$ cat src/sv/owtr_pkg.sv
package owtr_pkg;

   // Configuration register indexes, in address order.
   localparam int NUM_REGS = 7;
   localparam int REG_IDX_W = $clog2(NUM_REGS);

   localparam logic [REG_IDX_W-1:0] REG_RESET_LOW     = 3'd0;
   localparam logic [REG_IDX_W-1:0] REG_RESET_RELEASE = 3'd1;
   localparam logic [REG_IDX_W-1:0] REG_SLOT_START    = 3'd2;
   localparam logic [REG_IDX_W-1:0] REG_WRITE_HOLD    = 3'd3;
   localparam logic [REG_IDX_W-1:0] REG_READ_SAMPLE   = 3'd4;
   localparam logic [REG_IDX_W-1:0] REG_READ_RECOVER  = 3'd5;
   localparam logic [REG_IDX_W-1:0] REG_CONVERT_WAIT  = 3'd6;

   localparam int DUR_W = 16;

   // All duration registers, entry i is register i.
   typedef logic [NUM_REGS-1:0][DUR_W-1:0] cfg_type;

   localparam cfg_type CFG_RESET = {16'd100, 16'd120, 16'd8, 16'd60, 16'd2, 16'd500, 16'd500};

   // Bus drive codes.
   localparam logic [1:0] DRIVE_RELEASE = 2'd0;
   localparam logic [1:0] DRIVE_LOW     = 2'd1;
   localparam logic [1:0] DRIVE_HIGH    = 2'd2;

   // One result, packed with bus_drive in the lowest bits.
   typedef struct packed {
      logic signed [15:0] temperature;
      logic               done_res;
      logic               busy_res;
      logic [1:0]         bus_drive;
   } rsp_type;

endpackage

$ cat src/sv/owtr_seq.sv
module owtr_seq #(
   parameter int READ_BITS = 16,
   parameter int COUNTER_WIDTH = 16
) (
   input  logic              clock,
   input  logic              reset,
   input  logic              step_en,
   input  logic              start_req,
   input  logic              line_level,
   input  owtr_pkg::cfg_type cfg,
   output owtr_pkg::rsp_type res
);
   import owtr_pkg::*;

   localparam int BIT_W = $clog2(READ_BITS);
   localparam int CMP_W = (COUNTER_WIDTH + 1 > DUR_W) ? COUNTER_WIDTH + 1 : DUR_W;
   localparam logic [CMP_W-1:0] LIM = CMP_W'(1) << COUNTER_WIDTH;

   localparam logic [3:0] ST_IDLE  = 4'd0;
   localparam logic [3:0] ST_RST1  = 4'd1;
   localparam logic [3:0] ST_SKIP1 = 4'd2;
   localparam logic [3:0] ST_CONV  = 4'd3;
   localparam logic [3:0] ST_WAIT  = 4'd4;
   localparam logic [3:0] ST_RST2  = 4'd5;
   localparam logic [3:0] ST_SKIP2 = 4'd6;
   localparam logic [3:0] ST_RDCMD = 4'd7;
   localparam logic [3:0] ST_READ  = 4'd8;

   localparam logic [1:0] PH_OPEN   = 2'd0;
   localparam logic [1:0] PH_MIDDLE = 2'd1;
   localparam logic [1:0] PH_LATE   = 2'd2;

   localparam logic [7:0] CMD_SKIP_ROM = 8'hCC;
   localparam logic [7:0] CMD_CONVERT  = 8'h44;
   localparam logic [7:0] CMD_READ_SP  = 8'hBE;

   logic [3:0]               step_ff, step_in;
   logic [1:0]               phase_ff, phase_in;
   logic [COUNTER_WIDTH-1:0] tick_ff, tick_in, tick_next;
   logic [BIT_W-1:0]         bit_ff, bit_in;
   logic [7:0]               cmd_ff, cmd_in;
   logic [READ_BITS-1:0]     rshift_ff, rshift_in;
   logic signed [15:0]       temp_ff, temp_in;

   logic [3:0]           cur_step;
   logic [REG_IDX_W-1:0] dur_sel;
   logic [DUR_W-1:0]     dur_raw;
   logic [CMP_W-1:0]     dur_ext, dur_eff, tick_inc;
   logic                 phase_end;
   logic [1:0]           drive;
   logic                 done;

   // A start while idle makes this tick the first tick of the first reset pulse.
   // Phase, tick and bit counters are already zero whenever the sequencer is idle.
   assign cur_step = (step_ff == ST_IDLE && start_req) ? ST_RST1 : step_ff;

   always_comb begin
      dur_sel = REG_SLOT_START;
      unique case (cur_step)
         ST_RST1, ST_RST2: begin
            dur_sel = (phase_ff == PH_OPEN) ? REG_RESET_LOW : REG_RESET_RELEASE;
         end
         ST_SKIP1, ST_CONV, ST_SKIP2, ST_RDCMD: begin
            dur_sel = (phase_ff == PH_OPEN) ? REG_SLOT_START : REG_WRITE_HOLD;
         end
         ST_WAIT: begin
            dur_sel = REG_CONVERT_WAIT;
         end
         ST_READ: begin
            priority case (phase_ff)
               PH_OPEN:   dur_sel = REG_SLOT_START;
               PH_MIDDLE: dur_sel = REG_READ_SAMPLE;
               default:   dur_sel = REG_READ_RECOVER;
            endcase
         end
         default: begin
            dur_sel = REG_SLOT_START;
         end
      endcase
   end

   // A zero duration counts as one tick; a duration beyond the counter range is clipped.
   assign dur_raw  = cfg[dur_sel];
   assign dur_ext  = CMP_W'(dur_raw);
   assign tick_inc = CMP_W'(tick_ff) + CMP_W'(1);

   always_comb begin
      if (dur_raw == '0) begin
         dur_eff = CMP_W'(1);
      end else if (dur_ext > LIM) begin
         dur_eff = LIM;
      end else begin
         dur_eff = dur_ext;
      end
   end

   assign phase_end = (tick_inc >= dur_eff);
   assign tick_next = phase_end ? '0 : tick_ff + COUNTER_WIDTH'(1);

   always_comb begin
      step_in   = cur_step;
      phase_in  = phase_ff;
      tick_in   = tick_ff;
      bit_in    = bit_ff;
      cmd_in    = cmd_ff;
      rshift_in = rshift_ff;
      temp_in   = temp_ff;
      drive     = DRIVE_RELEASE;
      done      = 1'b0;

      unique case (cur_step)
         ST_IDLE: begin
         end
         ST_RST1, ST_RST2: begin
            if (phase_ff == PH_OPEN) begin
               drive   = DRIVE_LOW;
               tick_in = tick_next;
               if (phase_end) begin
                  phase_in = PH_MIDDLE;
               end
            end else if (phase_ff == PH_MIDDLE) begin
               tick_in = tick_next;
               if (phase_end) begin
                  step_in  = (cur_step == ST_RST1) ? ST_SKIP1 : ST_SKIP2;
                  phase_in = PH_OPEN;
                  bit_in   = '0;
                  cmd_in   = CMD_SKIP_ROM;
               end
            end else begin
               step_in  = ST_IDLE;
               phase_in = PH_OPEN;
               tick_in  = '0;
               bit_in   = '0;
            end
         end
         ST_SKIP1, ST_CONV, ST_SKIP2, ST_RDCMD: begin
            if (phase_ff == PH_OPEN) begin
               drive   = DRIVE_LOW;
               tick_in = tick_next;
               if (phase_end) begin
                  phase_in = PH_MIDDLE;
               end
            end else if (phase_ff == PH_MIDDLE) begin
               drive   = cmd_ff[0] ? DRIVE_HIGH : DRIVE_LOW;
               tick_in = tick_next;
               if (phase_end) begin
                  cmd_in   = {1'b0, cmd_ff[7:1]};
                  phase_in = PH_OPEN;
                  if (bit_ff >= BIT_W'(7)) begin
                     bit_in = '0;
                     priority case (cur_step)
                        ST_SKIP1: begin
                           step_in = ST_CONV;
                           cmd_in  = CMD_CONVERT;
                        end
                        ST_CONV: begin
                           step_in = ST_WAIT;
                        end
                        ST_SKIP2: begin
                           step_in = ST_RDCMD;
                           cmd_in  = CMD_READ_SP;
                        end
                        default: begin
                           step_in   = ST_READ;
                           rshift_in = '0;
                        end
                     endcase
                  end else begin
                     bit_in = bit_ff + BIT_W'(1);
                  end
               end
            end else begin
               step_in  = ST_IDLE;
               phase_in = PH_OPEN;
               tick_in  = '0;
               bit_in   = '0;
            end
         end
         ST_WAIT: begin
            tick_in = tick_next;
            if (phase_end) begin
               step_in  = ST_RST2;
               phase_in = PH_OPEN;
               bit_in   = '0;
            end
         end
         ST_READ: begin
            if (phase_ff == PH_OPEN) begin
               drive   = DRIVE_LOW;
               tick_in = tick_next;
               if (phase_end) begin
                  phase_in = PH_MIDDLE;
               end
            end else if (phase_ff == PH_MIDDLE) begin
               tick_in = tick_next;
               if (phase_end) begin
                  // The bus level on the last released tick is the data bit, LSB first.
                  rshift_in = {line_level, rshift_ff[READ_BITS-1:1]};
                  phase_in  = PH_LATE;
               end
            end else if (phase_ff == PH_LATE) begin
               tick_in = tick_next;
               if (phase_end) begin
                  if (bit_ff >= BIT_W'(READ_BITS - 1)) begin
                     temp_in  = 16'($signed(rshift_ff));
                     done     = 1'b1;
                     step_in  = ST_IDLE;
                     phase_in = PH_OPEN;
                     bit_in   = '0;
                  end else begin
                     bit_in   = bit_ff + BIT_W'(1);
                     phase_in = PH_OPEN;
                  end
               end
            end else begin
               step_in  = ST_IDLE;
               phase_in = PH_OPEN;
               tick_in  = '0;
               bit_in   = '0;
            end
         end
         default: begin
            step_in  = ST_IDLE;
            phase_in = PH_OPEN;
            tick_in  = '0;
            bit_in   = '0;
         end
      endcase
   end

   assign res.bus_drive   = drive;
   assign res.busy_res    = (cur_step != ST_IDLE);
   assign res.done_res    = done;
   assign res.temperature = temp_in;

   always_ff @(posedge clock) begin
      if (reset) begin
         step_ff   <= ST_IDLE;
         phase_ff  <= PH_OPEN;
         tick_ff   <= '0;
         bit_ff    <= '0;
         cmd_ff    <= '0;
         rshift_ff <= '0;
         temp_ff   <= '0;
      end else if (step_en) begin
         step_ff   <= step_in;
         phase_ff  <= phase_in;
         tick_ff   <= tick_in;
         bit_ff    <= bit_in;
         cmd_ff    <= cmd_in;
         rshift_ff <= rshift_in;
         temp_ff   <= temp_in;
      end
   end

   a_done_busy: assert property (@(posedge clock) disable iff (reset)
      (step_en && res.done_res) |-> res.busy_res)
      else $error("done reported outside a running sequence");

   a_done_idle: assert property (@(posedge clock) disable iff (reset)
      (step_en && res.done_res) |=> (step_ff == ST_IDLE))
      else $error("sequencer did not return to idle after done");

   a_hold: assert property (@(posedge clock) disable iff (reset)
      !step_en |=> ($stable(step_ff) && $stable(tick_ff) && $stable(temp_ff)))
      else $error("sequencer state moved without a transaction");

   a_idle_release: assert property (@(posedge clock) disable iff (reset)
      (step_en && !res.busy_res) |-> (res.bus_drive == DRIVE_RELEASE))
      else $error("bus driven while idle");

endmodule

$ cat src/sv/onewire_temperature_reader.sv
// Channel  Direction  Transaction payload
// req      in         tdata[0] start_req, tdata[1] line_level
// rsp      out        tdata[1:0] bus_drive, [2] busy_res, [3] done_res, [19:4] temperature
// csr      in         APB writes and reads of the seven tick-count registers
//
// One transaction per clock cycle while req_tready is high: each req transaction is one
// bus tick, yields one rsp transaction and advances the sequencer state registers.
// The rsp output register lets a new req transaction in while a result is still held.
// req_tready drops only while a result is held and rsp_tready is low.
// Reset is synchronous; it loads the register defaults and idles the sequencer.
module onewire_temperature_reader #(
   parameter int READ_BITS = 16,
   parameter int COUNTER_WIDTH = 16
) (
   input  logic        clock,
   input  logic        reset,

   input  logic        req_tvalid,
   output logic        req_tready,
   input  logic [7:0]  req_tdata,   // start_req, line_level

   output logic        rsp_tvalid,
   input  logic        rsp_tready,
   output logic [23:0] rsp_tdata,   // bus_drive[1:0], busy_res, done_res, temperature[15:0]

   input  logic        csr_psel,
   input  logic        csr_penable,
   input  logic        csr_pwrite,
   input  logic [4:0]  csr_paddr,
   input  logic [31:0] csr_pwdata,
   output logic [31:0] csr_prdata,
   output logic        csr_pready
);
   import owtr_pkg::*;

   cfg_type              cfg_ff;
   logic [REG_IDX_W-1:0] csr_index;
   logic                 csr_write;

   logic    req_accept;
   rsp_type seq_res;
   logic    rsp_valid_ff;
   rsp_type rsp_data_ff;

   assign csr_pready = 1'b1;
   assign csr_index  = csr_paddr[4:2];
   assign csr_write  = csr_psel && csr_penable && csr_pwrite && csr_pready;

   always_ff @(posedge clock) begin
      if (reset) begin
         cfg_ff <= CFG_RESET;
      end else if (csr_write && (32'(csr_index) < NUM_REGS)) begin
         cfg_ff[csr_index] <= csr_pwdata[DUR_W-1:0];
      end
   end

   always_comb begin
      if (32'(csr_index) < NUM_REGS) begin
         csr_prdata = 32'(cfg_ff[csr_index]);
      end else begin
         csr_prdata = '0;
      end
   end

   assign req_tready = !rsp_valid_ff || rsp_tready;
   assign req_accept = req_tvalid && req_tready;

   owtr_seq #(
      .READ_BITS(READ_BITS),
      .COUNTER_WIDTH(COUNTER_WIDTH)
   ) u_seq (
      .clock(clock),
      .reset(reset),
      .step_en(req_accept),
      .start_req(req_tdata[0]),
      .line_level(req_tdata[1]),
      .cfg(cfg_ff),
      .res(seq_res)
   );

   always_ff @(posedge clock) begin
      if (reset) begin
         rsp_valid_ff <= 1'b0;
      end else if (req_accept) begin
         rsp_valid_ff <= 1'b1;
      end else if (rsp_tready) begin
         rsp_valid_ff <= 1'b0;
      end
   end

   always_ff @(posedge clock) begin
      if (req_accept) begin
         rsp_data_ff <= seq_res;
      end
   end

   assign rsp_tvalid = rsp_valid_ff;
   assign rsp_tdata  = {4'b0000, rsp_data_ff};

endmodule
$ cat config.mk
export PLATFORM = sky130hd
export DESIGN_NAME = onewire_temperature_reader
export DESIGN_NICKNAME = d
export VERILOG_FILES = /design/src/sv/owtr_pkg.sv /design/src/sv/owtr_seq.sv /design/src/sv/onewire_temperature_reader.sv
export SDC_FILE = /design/constraint.sdc
export NUM_CORES = 1
export LEC_CHECK = 0
export BUFFER_PORTS_ARGS = -buffer_cell sky130_fd_sc_hd__buf_2
export CAP_MARGIN = 20
export CORE_MARGIN = 2
export CORE_UTILIZATION = 40
export DETAILED_ROUTE_END_ITERATION = 10
export GPL_TIMING_DRIVEN = 1
export PLACE_DENSITY = 0.64
export SYNTH_ARGS = -nofsm -noshare
export SYNTH_HDL_FRONTEND = slang
export SYNTH_SLANG_ARGS = --single-unit
$ cat constraint.sdc
create_clock -name clock -period 6.69 [get_ports clock]
set_input_delay 1.338 -clock clock [delete_from_list [all_inputs] [get_ports clock]]
set_output_delay 1.338 -clock clock [all_outputs]
set_load 0.03 [all_outputs]
==> results of run 1 <==
layout by cell type, fill, tap and decap left out, types with 9 or more instances in the layout:
master and count:
mux2_2 20, dfxtp_1 179, nor3b_1 16, edfxtp_1 20, o21ai_0 33, a221oi_1 13, inv_1 12, ha_1 18
nor2_1 98, nand2b_1 14, a22oi_1 18, buf_2 64, nand3_1 42, a221o_1 12, xnor2_1 11, and2_1 9
mux2i_1 80, nand2_1 272, a21oi_1 152, nand4_1 13, a41o_1 13, buf_4 25, a21o_1 9, clkbuf_16 17
mux2_1 10, conb_1 21
cell families (layout without fill, tap and decap cells):
group | count (synthesis) | count (layout) | synth area share
flops | 199 | 199 | 0.398
simple gates | 515 | 515 | 0.218
mux | 114 | 114 | 0.117
other cells | 2 | 22 | 0.000715
xor+xnor | 14 | 14 | 0.0117
fa+ha+maj | 18 | 18 | 0.0214
compound gates | 292 | 292 | 0.174
buf+inv | 131 | 134 | 0.0588
state kept, by name (all words and copies together) (netlist names):
name and flops:
cfg_ff 112, rsp_tdata 20, rsp_tvalid 1, u_seq.bit_ff 4, u_seq.cmd_ff 8, u_seq.phase_ff 2, u_seq.rshift_ff 16, u_seq.step_ff 4
u_seq.temp_ff 16, u_seq.tick_ff 16
layer usage:
metal | vias up | GRT usage | part of all wire
li1 | 4498 | - | -
met1 | 4448 | 0.298 | 0.43
met2 | 435 | 0.354 | 0.46
met3 | 62 | 0.0431 | 0.086
met4 | 0 | 0.0783 | 0.025
met5 | - | 0 | 0
worst paths after layout:
| check | startpoint | endpoint | slack (ns) | cells past startpoint |
|---|---|---|---|---|
| setup / recovery | req_tdata[0] | rsp_tdata[18] | 0.92 | 18 |
| setup reg to reg | u_seq.phase_ff[0] | rsp_tdata[18] | 0.98 | 17 |
| hold / removal | cfg_ff[70] | cfg_ff[70] | 0.47 | 2 |
| hold reg to reg | cfg_ff[70] | cfg_ff[70] | 0.47 | 2 |
Yosys cell counts, drive strengths merged, types with 6 or more instances:
master  number
a41o        13
clkbuf      71
a21o         9
a21oi      152
or3          8
a221o       13
buf         48
inv         12
nand2b      14
xnor2       11
edfxtp      20
a22oi       18
nand4       13
nor3        11
a211oi       6
dfxtp      179
mux2        30
mux2i       80
nor2b        7
nor3b       16
nand3       42
ha          18
nand2      272
a221oi      13
and3         6
nor2       102
and2        10
o21ai       36
power groups by stage:
stage / Combinational [mW] / Sequential [mW] / Clock, mW
after floorplan: 0.143 / 1.26 / 0
after global placement: 0.222 / 1.25 / 0
after detailed placement: 0.224 / 1.25 / 0
after CTS: 0.225 / 1.22 / 1.05
after global routing: 0.243 / 1.23 / 1.09
final: 0.228 / 1.22 / 1.03
area by class of cell:
cell class / instances / area (µm²) / area share
Antenna cell: 1 / 2.50 / 0.000216
Clock buffer: 17 / 425 / 0.0368
Clock inverter: 15 / 158 / 0.0136
Inverter: 12 / 45.0 / 0.00390
Multi-Input combinational cell: 974 / 5800 / 0.502
Sequential cell: 199 / 4180 / 0.362
Tap cell: 335 / 419 / 0.0363
Timing Repair Buffer: 90 / 528 / 0.0457
worst max-delay path, cell delays in order:
cell and delay, ns:
buf_2 0.15, nor2b_1 0.15, o21a_1 0.30, or2_1 0.42, buf_4 0.26, a2111oi_0 0.42, a311o_1 0.25, nand4_1 0.12
or4_1 0.42, o21ai_1 0.10, ha_1 0.25, o2111ai_1 0.19, a21boi_0 0.11, o211a_1 0.22, a211oi_2 0.43, or3_1 0.19
buf_4 0.26, mux2_1 0.37
through the flow:
step	utilization	instance area, µm²	cells	setup WS, ns
final	0.446	11600	1643	0.919
after global routing	0.446	11600	1642	0.676
after CTS	0.446	11500	1641	0.933
after detailed placement	0.423	11000	1609	0.502
after global placement	0.423	11000	1608	0.486
after floorplan	-	10600	1304	1.29
==> impl_metrics.json, run 1 <==
{
  "outcome": "completed",
  "swShare": 0.285,
  "synthTopCellsByArea": "dfxtp_1 34%, nand2_1 9.7%, mux2i_1 7.6%",
  "grt_max_degree": 93,
  "yosys.area.top_type": "dfxtp_1",
  "dp_hpwl_um": 19300,
  "p_comb_frac": 0.092,
  "async_flop_share": 0,
  "synth_top_area_share": 0.341,
  "grt_overflow_total": 0,
  "post_cts_buffers": 0,
  "fin_worst_skew_ns": 0.0165,
  "clockBufferDepth": 2,
  "vdd_drop_max_uv": 126,
  "track_usage": 0.221,
  "cp.arrival_ns": 5.96,
  "path_clk_slew_ns": 0.07,
  "p_clk_frac": 0.416,
  "avgSynthCellArea_um2": 8.18,
  "die-area_mm2": 0.0276,
  "crit_type": "in -> reg",
  "nets": 1364,
  "core.rowCount": 59,
  "path_max_fanout": 17,
  "ant_nets": 0,
  "required_ns": 6.88,
  "first_iter_violations": 903,
  "cts_buffers": 17,
  "whs_ns": 0.471,
  "power_leakage_nw": 4.67,
  "power_density_mw_per_mm2": 215,
  "syn_area_mm2": 0.0105,
  "period_minus_slack_ns": 5.77,
  "worstMarginPinSlew_ns": 1.19,
  "synth.distinct_cells": 67,
  "drive_gt1_frac": 0.122,
  "p_total_mw": 2.48,
  "slew_headroom": 0.207,
  "ys_seq_elements": 199,
  "fin_crit_sh": 0.863,
  "cts_hold_buffers": 0,
  "netSwitchingPower_mw": 0.709,
  "cts_tree": "yes",
  "setup-violations-final": 0,
  "cts-root-buf": "clkbuf_16",
  "min_path_type": "reg -> reg",
  "grt_pass1_wl_um": 48800,
  "wire_per_inst_um": 18.9,
  "antenna_found_initial": 1,
  "seq_area_frac_synth": 0.398,
  "routed_wirelength_um": 31100,
  "power.share.sequential": 0.492,
  "cts_sinks": 199,
  "num_vias": 9443,
  "die_h_um": 166,
  "drc": 0,
  "rsz0062_at_grt": "false",
  "io_pins": 111,
  "yosysWarnings": 0,
  "tns_ns": 0,
  "core_area_mm2": 0.0259,
  "initial_core_util": 0.405,
  "ctsResizeCount": 0,
  "grt_pass1_vias": 8792,
  "cap_violations": 0,
  "via_per_inst": 5.75,
  "max_freq_mhz": 173,
  "clk_latency_ns": 0.45,
  "critPathCaptureType": "flop",
  "finalHoldViolations": 0,
  "area_growth_pct": 10.0,
  "ys.flop_type": "dfxtp_1",
  "io_buffers": 65,
  "netlist_instances": 1285,
  "htreeDepth": 4,
  "nFillCells": 2543,
  "slew_violations": 0,
  "synth-edff-count": 20,
  "place_congestion": 0.872,
  "chipWidth_um": 166,
  "p_int_mw": 1.78,
  "critPathLaunchType": "input pin",
  "drtPass1Iterations": 5
}
(Power assumes the default switching activity.)
==> run 2: changes to the inputs <==
MAX_ROUTING_LAYER = met4   (was not set)
==> run 2 against run 1 <==
Routed wire length about the same. Clock skew increased by 0.0028 ns. Critical path depth unchanged. First-iteration DRC count increased by 11%. Maximum frequency increased by 0.22%. Combinational power about the same. Global-route usage increased by 0.69 points. Clock-buffer cell count unchanged. Setup slack improved by 0.012 ns. Largest cell class unchanged. Largest power group unchanged.
==> impl_metrics.json, run 2 (same netlist as run 1, synthesis figures left out) <==
{
  "most-common-layout-cells": "272 x nand2_1, 179 x dfxtp_1, 152 x a21oi_1",
  "path_max_fanout": 17,
  "fin_ws_ns": 0.932,
  "nets": 1364,
  "core.rowCount": 59,
  "htreeDepth": 4,
  "cp_slowest_cell": "a211oi_2",
  "cp.arrival_ns": 5.95,
  "io_buffers": 65,
  "tns_ns": 0,
  "antenna_found_initial": 1,
  "rsz0062_at_grt": "false",
  "final_common_cell": "nand2_1",
  "cts_hold_buffers": 0,
  "grt_pass1_vias": 8763,
  "critPathCaptureType": "flop",
  "crit_chain": "buf_2 -> nor2b_1 -> o21a_1 -> or2_1 -> buf_4 -> a2111oi_0 -> a311o_1 -> nand4_1 -> or4_1 -> o21ai_1 -> ha_1 -> o2111ai_1 -> a21boi_0 -> o211a_1 -> a211oi_2 -> or3_1 -> buf_4 -> mux2_1",
  "drtPass1Iterations": 6,
  "track_usage": 0.228,
  "die_h_um": 166,
  "dp_hpwl_um": 19300,
  "clk_latency_ns": 0.45,
  "max_stage_delay_ns": 0.43,
  "power_density_mw_per_mm2": 215,
  "power_leakage_nw": 4.67,
  "critPathLaunchType": "input pin",
  "grt_pass1_wl_um": 48900,
  "cts_sinks": 199,
  "crit_top_cell": "buf_4",
  "clockBufferDepth": 2,
  "vdd_drop_max_uv": 125,
  "grt_overflow_total": 0,
  "initial_core_util": 0.405,
  "chipWidth_um": 166,
  "cts_buffers": 17,
  "outcome": "completed",
  "cts_tree": "yes",
  "regMostFlops": "cfg_ff",
  "ant_nets": 0,
  "cts-root-buf": "clkbuf_16",
  "first_iter_violations": 1001,
  "cap_violations": 0,
  "place_congestion": 0.886,
  "drive_gt1_frac": 0.122,
  "worstMarginPinSlew_ns": 1.14,
  "num_vias": 9432,
  "path_clk_slew_ns": 0.07,
  "required_ns": 6.88,
  "period_minus_slack_ns": 5.76,
  "fin_crit_sh": 0.861,
  "drc": 0,
  "finalHoldViolations": 0,
  "slew_headroom": 0.241,
  "via_per_inst": 5.74,
  "routed_wirelength_um": 31100,
  "grt_max_degree": 93,
  "setup-violations-final": 0,
  "min_path_type": "reg -> reg",
  "area_growth_pct": 10.0,
  "die-area_mm2": 0.0276,
  "fin_worst_skew_ns": 0.0193,
  "wire_per_inst_um": 18.9,
  "post_cts_buffers": 0,
  "pre_cts_ws_ns": 0.502,
  "largest_reg_flops": 112,
  "ctsResizeCount": 0,
  "slew_violations": 0,
  "max_freq_mhz": 174,
  "crit_type": "in -> reg",
  "io_pins": 111,
  "core_area_mm2": 0.0259
}
[run 2: cell counts in the layout (fill, tap and decap cells not counted)]
Identical to the previous run, type by type.
[run 2: final timing paths]
kind | depth (start not counted) | end | slack [ns] | start
worst max-delay path | 18 | rsp_tdata[18] | 0.93 | req_tdata[0]
worst min-delay path | 2 | cfg_ff[70] | 0.47 | cfg_ff[70]
worst max register to register | 17 | rsp_tdata[18] | 0.94 | u_seq.phase_ff[0]
worst min register to register | 2 | cfg_ff[70] | 0.47 | cfg_ff[70]
[run 2: power by group]
group | total, mW | switching (mW) | internal (mW)
Sequential | 1.22 | 0.00784 | 1.22
Clock | 1.03 | 0.529 | 0.501
Combinational | 0.227 | 0.169 | 0.0583
Total | 2.48 | 0.706 | 1.78
[run 2: layout make-up]
class	instances	area, µm²
diodes	1	2.50
clock buffers	17	425
clock inverters	15	158
fillers	2543	14400
inverters	12	45.0
multi-input cells	974	5800
flip-flops and latches	199	4180
well taps	335	419
repair buffers	90	528
[run 2: metal layers]
layer / routed length (µm) / vias up / track usage
met5: 0 / - / -
met3: 2750 / 47 / 0.0393
li1: - / 4492 / -
met4: 616 / 0 / 0.0737
met2: 14500 / 433 / 0.357
met1: 13200 / 4460 / 0.300
[run 2: worst max-delay path, delay by kind of cell]
family / cells / cell delay, ns
compound gates: 8 / 2.02
simple gates: 5 / 1.28
buf+inv: 3 / 0.67
fa+ha+maj: 1 / 0.25
mux: 1 / 0.37
[run 2: through the flow]
| stage | hold slack [ns] | power, mW | cells | util | area (µm²) |
|---|---|---|---|---|---|
| 2_1_floorplan | 0.443 | 1.41 | 1304 | - | 10600 |
| 3_3_place_gp | 0.452 | 1.47 | 1608 | 0.423 | 11000 |
| 3_5_place_dp | 0.462 | 1.48 | 1609 | 0.423 | 11000 |
| 4_1_cts | 0.473 | 2.49 | 1641 | 0.446 | 11500 |
| 5_1_grt | 0.487 | 2.56 | 1643 | 0.446 | 11600 |
| 6_report | 0.472 | 2.48 | 1643 | 0.446 | 11600 |
==> run 3: changes to the inputs <==
ABC_AREA = 1   (was not set)
CAP_MARGIN = not set   (was 20)
CORE_UTILIZATION = 60   (was 40)
PLACE_DENSITY = 0.87   (was 0.64)
==> run 3 against run 2 <==
Critical path depth is 10 higher. Largest cell class unchanged. Critical endpoint is now u_seq.temp_ff[8]. Clock skew decreased by 0.0077 ns. Maximum frequency is 13% higher. Synthesized area rose by 2.1%. Global-route usage is 9.9 points higher. Non-clock buffer count decreased by 17. Clock-buffer cell count is 5 higher. Power is 8.4% higher.
==> impl_metrics.json, run 3 <==
{
  "ys.flop_type": "dfxtp_1",
  "crit_type": "in -> reg",
  "synth_top_cells_by_count": "349 x nand2_1, 179 x dfxtp_1, 167 x inv_1",
  "finalHoldViolations": 0,
  "r2r-end": "u_seq.temp_ff[8]",
  "grt_pass1_vias": 9762,
  "core_area_mm2": 0.0174,
  "clockBufferDepth": 2,
  "die_h_um": 138,
  "cts_hold_buffers": 0,
  "area_growth_pct": 7.62,
  "path_clk_slew_ns": 0.07,
  "cts_tree": "yes",
  "rsz0062_at_grt": "false",
  "wire_per_inst_um": 16.2,
  "drtPass1Iterations": 7,
  "grt_pass1_wl_um": 47300,
  "post_cts_buffers": 0,
  "reg2reg_slack_ns": 1.72,
  "worstMarginPinSlew_ns": 1.08,
  "slew_violations": 0,
  "drc": 0,
  "critPathCapture": "u_seq.temp_ff[8]",
  "grt_overflow_total": 0,
  "first_iter_violations": 1399,
  "io_pins": 111,
  "synthTopCellsByArea": "dfxtp_1 33%, nand2_1 12%, nand3_1 6.7%",
  "fin_worst_skew_ns": 0.0116,
  "r2r_start": "u_seq.step_ff[1]",
  "synth.distinct_cells": 47,
  "required_ns": 7.09,
  "tns_ns": 0,
  "max_freq_mhz": 197,
  "synth_top_area_share": 0.334,
  "grt_max_degree": 104,
  "chipWidth_um": 138,
  "initial_core_util": 0.618,
  "power_density_mw_per_mm2": 233,
  "cp.arrival_ns": 5.48,
  "final_common_cell": "nand2_1",
  "async_flop_share": 0,
  "slew_headroom": 0.281,
  "nFillCells": 1443,
  "synth-edff-count": 20,
  "syn_area_mm2": 0.0107,
  "cap_violations": 0,
  "critPathCaptureType": "flop",
  "htreeDepth": 4,
  "track_usage": 0.327,
  "antenna_found_initial": 1,
  "ys_seq_elements": 199,
  "multi_input_area_mm2": 0.00536,
  "synth_most_common_cell": "nand2_1",
  "vdd_drop_max_uv": 202,
  "min_path_type": "reg -> reg",
  "cts_buffers": 17,
  "ant_nets": 0,
  "dp_hpwl_um": 18600,
  "cts_sinks": 199,
  "num_vias": 10692,
  "place_congestion": 0.979,
  "setup-violations-final": 0,
  "most-common-layout-cells": "349 x nand2_1, 179 x dfxtp_1, 166 x inv_1",
  "core.rowCount": 48,
  "io_buffers": 65,
  "largest_reg_flops": 112,
  "regArea_mm2": 0.00418,
  "period_minus_slack_ns": 5.08,
  "routed_wirelength_um": 29500,
  "postLayoutCoreUtil": 0.665,
  "yosysWarnings": 0,
  "yosys.area.top_type": "dfxtp_1",
  "cts-root-buf": "clkbuf_16",
  "outcome": "completed",
  "startpoint": "req_tdata[0]",
  "avgSynthCellArea_um2": 6.83,
  "whs_ns": 0.454,
  "seq_area_frac_synth": 0.390,
  "reg2regPathDepth": 28,
  "fin_crit_sh": 0.759,
  "drive_gt1_frac": 0.0991,
  "netlist_instances": 1569,
  "ctsResizeCount": 0,
  "via_per_inst": 5.87,
  "power_leakage_nw": 5.08,
  "clk_latency_ns": 0.45,
  "regMostFlops": "cfg_ff",
  "die-area_mm2": 0.0190,
  "critPathLaunchType": "input pin",
  "nets": 1651,
  "path_max_fanout": 29
}
run 3: changes by cell type in the layout (fill, tap and decap cells not counted), sizes merged, moves of 17 or more:
cell   previous run  this run
inv              20       189
o21ai            36       150
nand3            42       146
nand2           272       361
mux2i            80         0
nor2            102       172
mux2             30         0
o22ai             2        21
buf              90        73
run 3: kinds of logic after synthesis:
family / Yosys count / share of synthesized area
xor+xnor: 14 / 0.0114
fa+ha+maj: 18 / 0.0210
other cells: 2 / 0.000700
simple gates: 697 / 0.278
flops: 199 / 0.390
buf+inv: 287 / 0.117
compound gates: 352 / 0.181
run 3: final cells by class:
class                           instances  share of cell area
Antenna cell                            2            0.000434
Clock buffer                           22              0.0412
Clock inverter                         10              0.0123
Inverter                              188              0.0616
Multi-Input combinational cell       1102               0.464
Sequential cell                       199               0.363
Tap cell                              225              0.0244
Timing Repair Buffer                   73              0.0334
run 3: per-stage QoR:
| step | setup WS (ns) | cell area (µm²) | total power [mW] | std cells |
|---|---|---|---|---|
| final | 1.61 | 11500 | 2.69 | 1821 |
| after CTS | 1.75 | 11500 | 2.68 | 1819 |
| after global placement | 1.43 | 10900 | 1.61 | 1787 |
| after floorplan | 2.64 | 10800 | 1.53 | 1588 |
| after detailed placement | 1.32 | 10900 | 1.62 | 1787 |
| after global routing | 1.26 | 11500 | 2.77 | 1820 |
run 3: worst min path at each step:
stage | start | end | cells after the start
floorplan | u_seq.cmd_ff[5] | u_seq.cmd_ff[5] | 2
global placement | u_seq.cmd_ff[6] | u_seq.cmd_ff[6] | 2
detailed placement | u_seq.cmd_ff[6] | u_seq.cmd_ff[6] | 2
CTS | u_seq.cmd_ff[6] | u_seq.cmd_ff[6] | 2
global route | u_seq.cmd_ff[5] | u_seq.cmd_ff[5] | 2
finish | u_seq.cmd_ff[6] | u_seq.cmd_ff[6] | 2
run 3: power breakdown:
part	total, mW	switching, mW	internal [mW]
combinational	0.358	0.267	0.0916
clock	1.09	0.465	0.622
sequential	1.25	0.0131	1.23
total	2.69	0.744	1.95
run 3: routing by layer:
layer  track usage  routed length (µm)  vias up
met4         0.156                 996        0
met1         0.405               11500     4819
li1              -                   -     5113
met3        0.0670                3380      115
met5             -                   0        -
met2         0.511               13700      645
run 3: critical path, cell delays in order:
cell and delay (ns):
buf_2 0.08, nand3_2 0.09, nand2_2 0.12, nand2_2 0.12
a21oi_4 0.82, buf_4 0.29, nand3_1 0.08, nand3_1 0.07
nand2_1 0.12, nand4_1 0.12, nor2_1 0.05, nand2_1 0.06
nand2_1 0.06, ha_1 0.28, inv_1 0.04, nor2_1 0.09
nand4_1 0.09, nor2_1 0.14, nor2_2 0.06, nand2_2 0.21
inv_2 0.13, nor2_2 0.16, nand2_4 0.17, inv_2 0.30
nand2_1 0.12, nand2_1 0.10, o21ai_0 0.07, inv_1 0.08
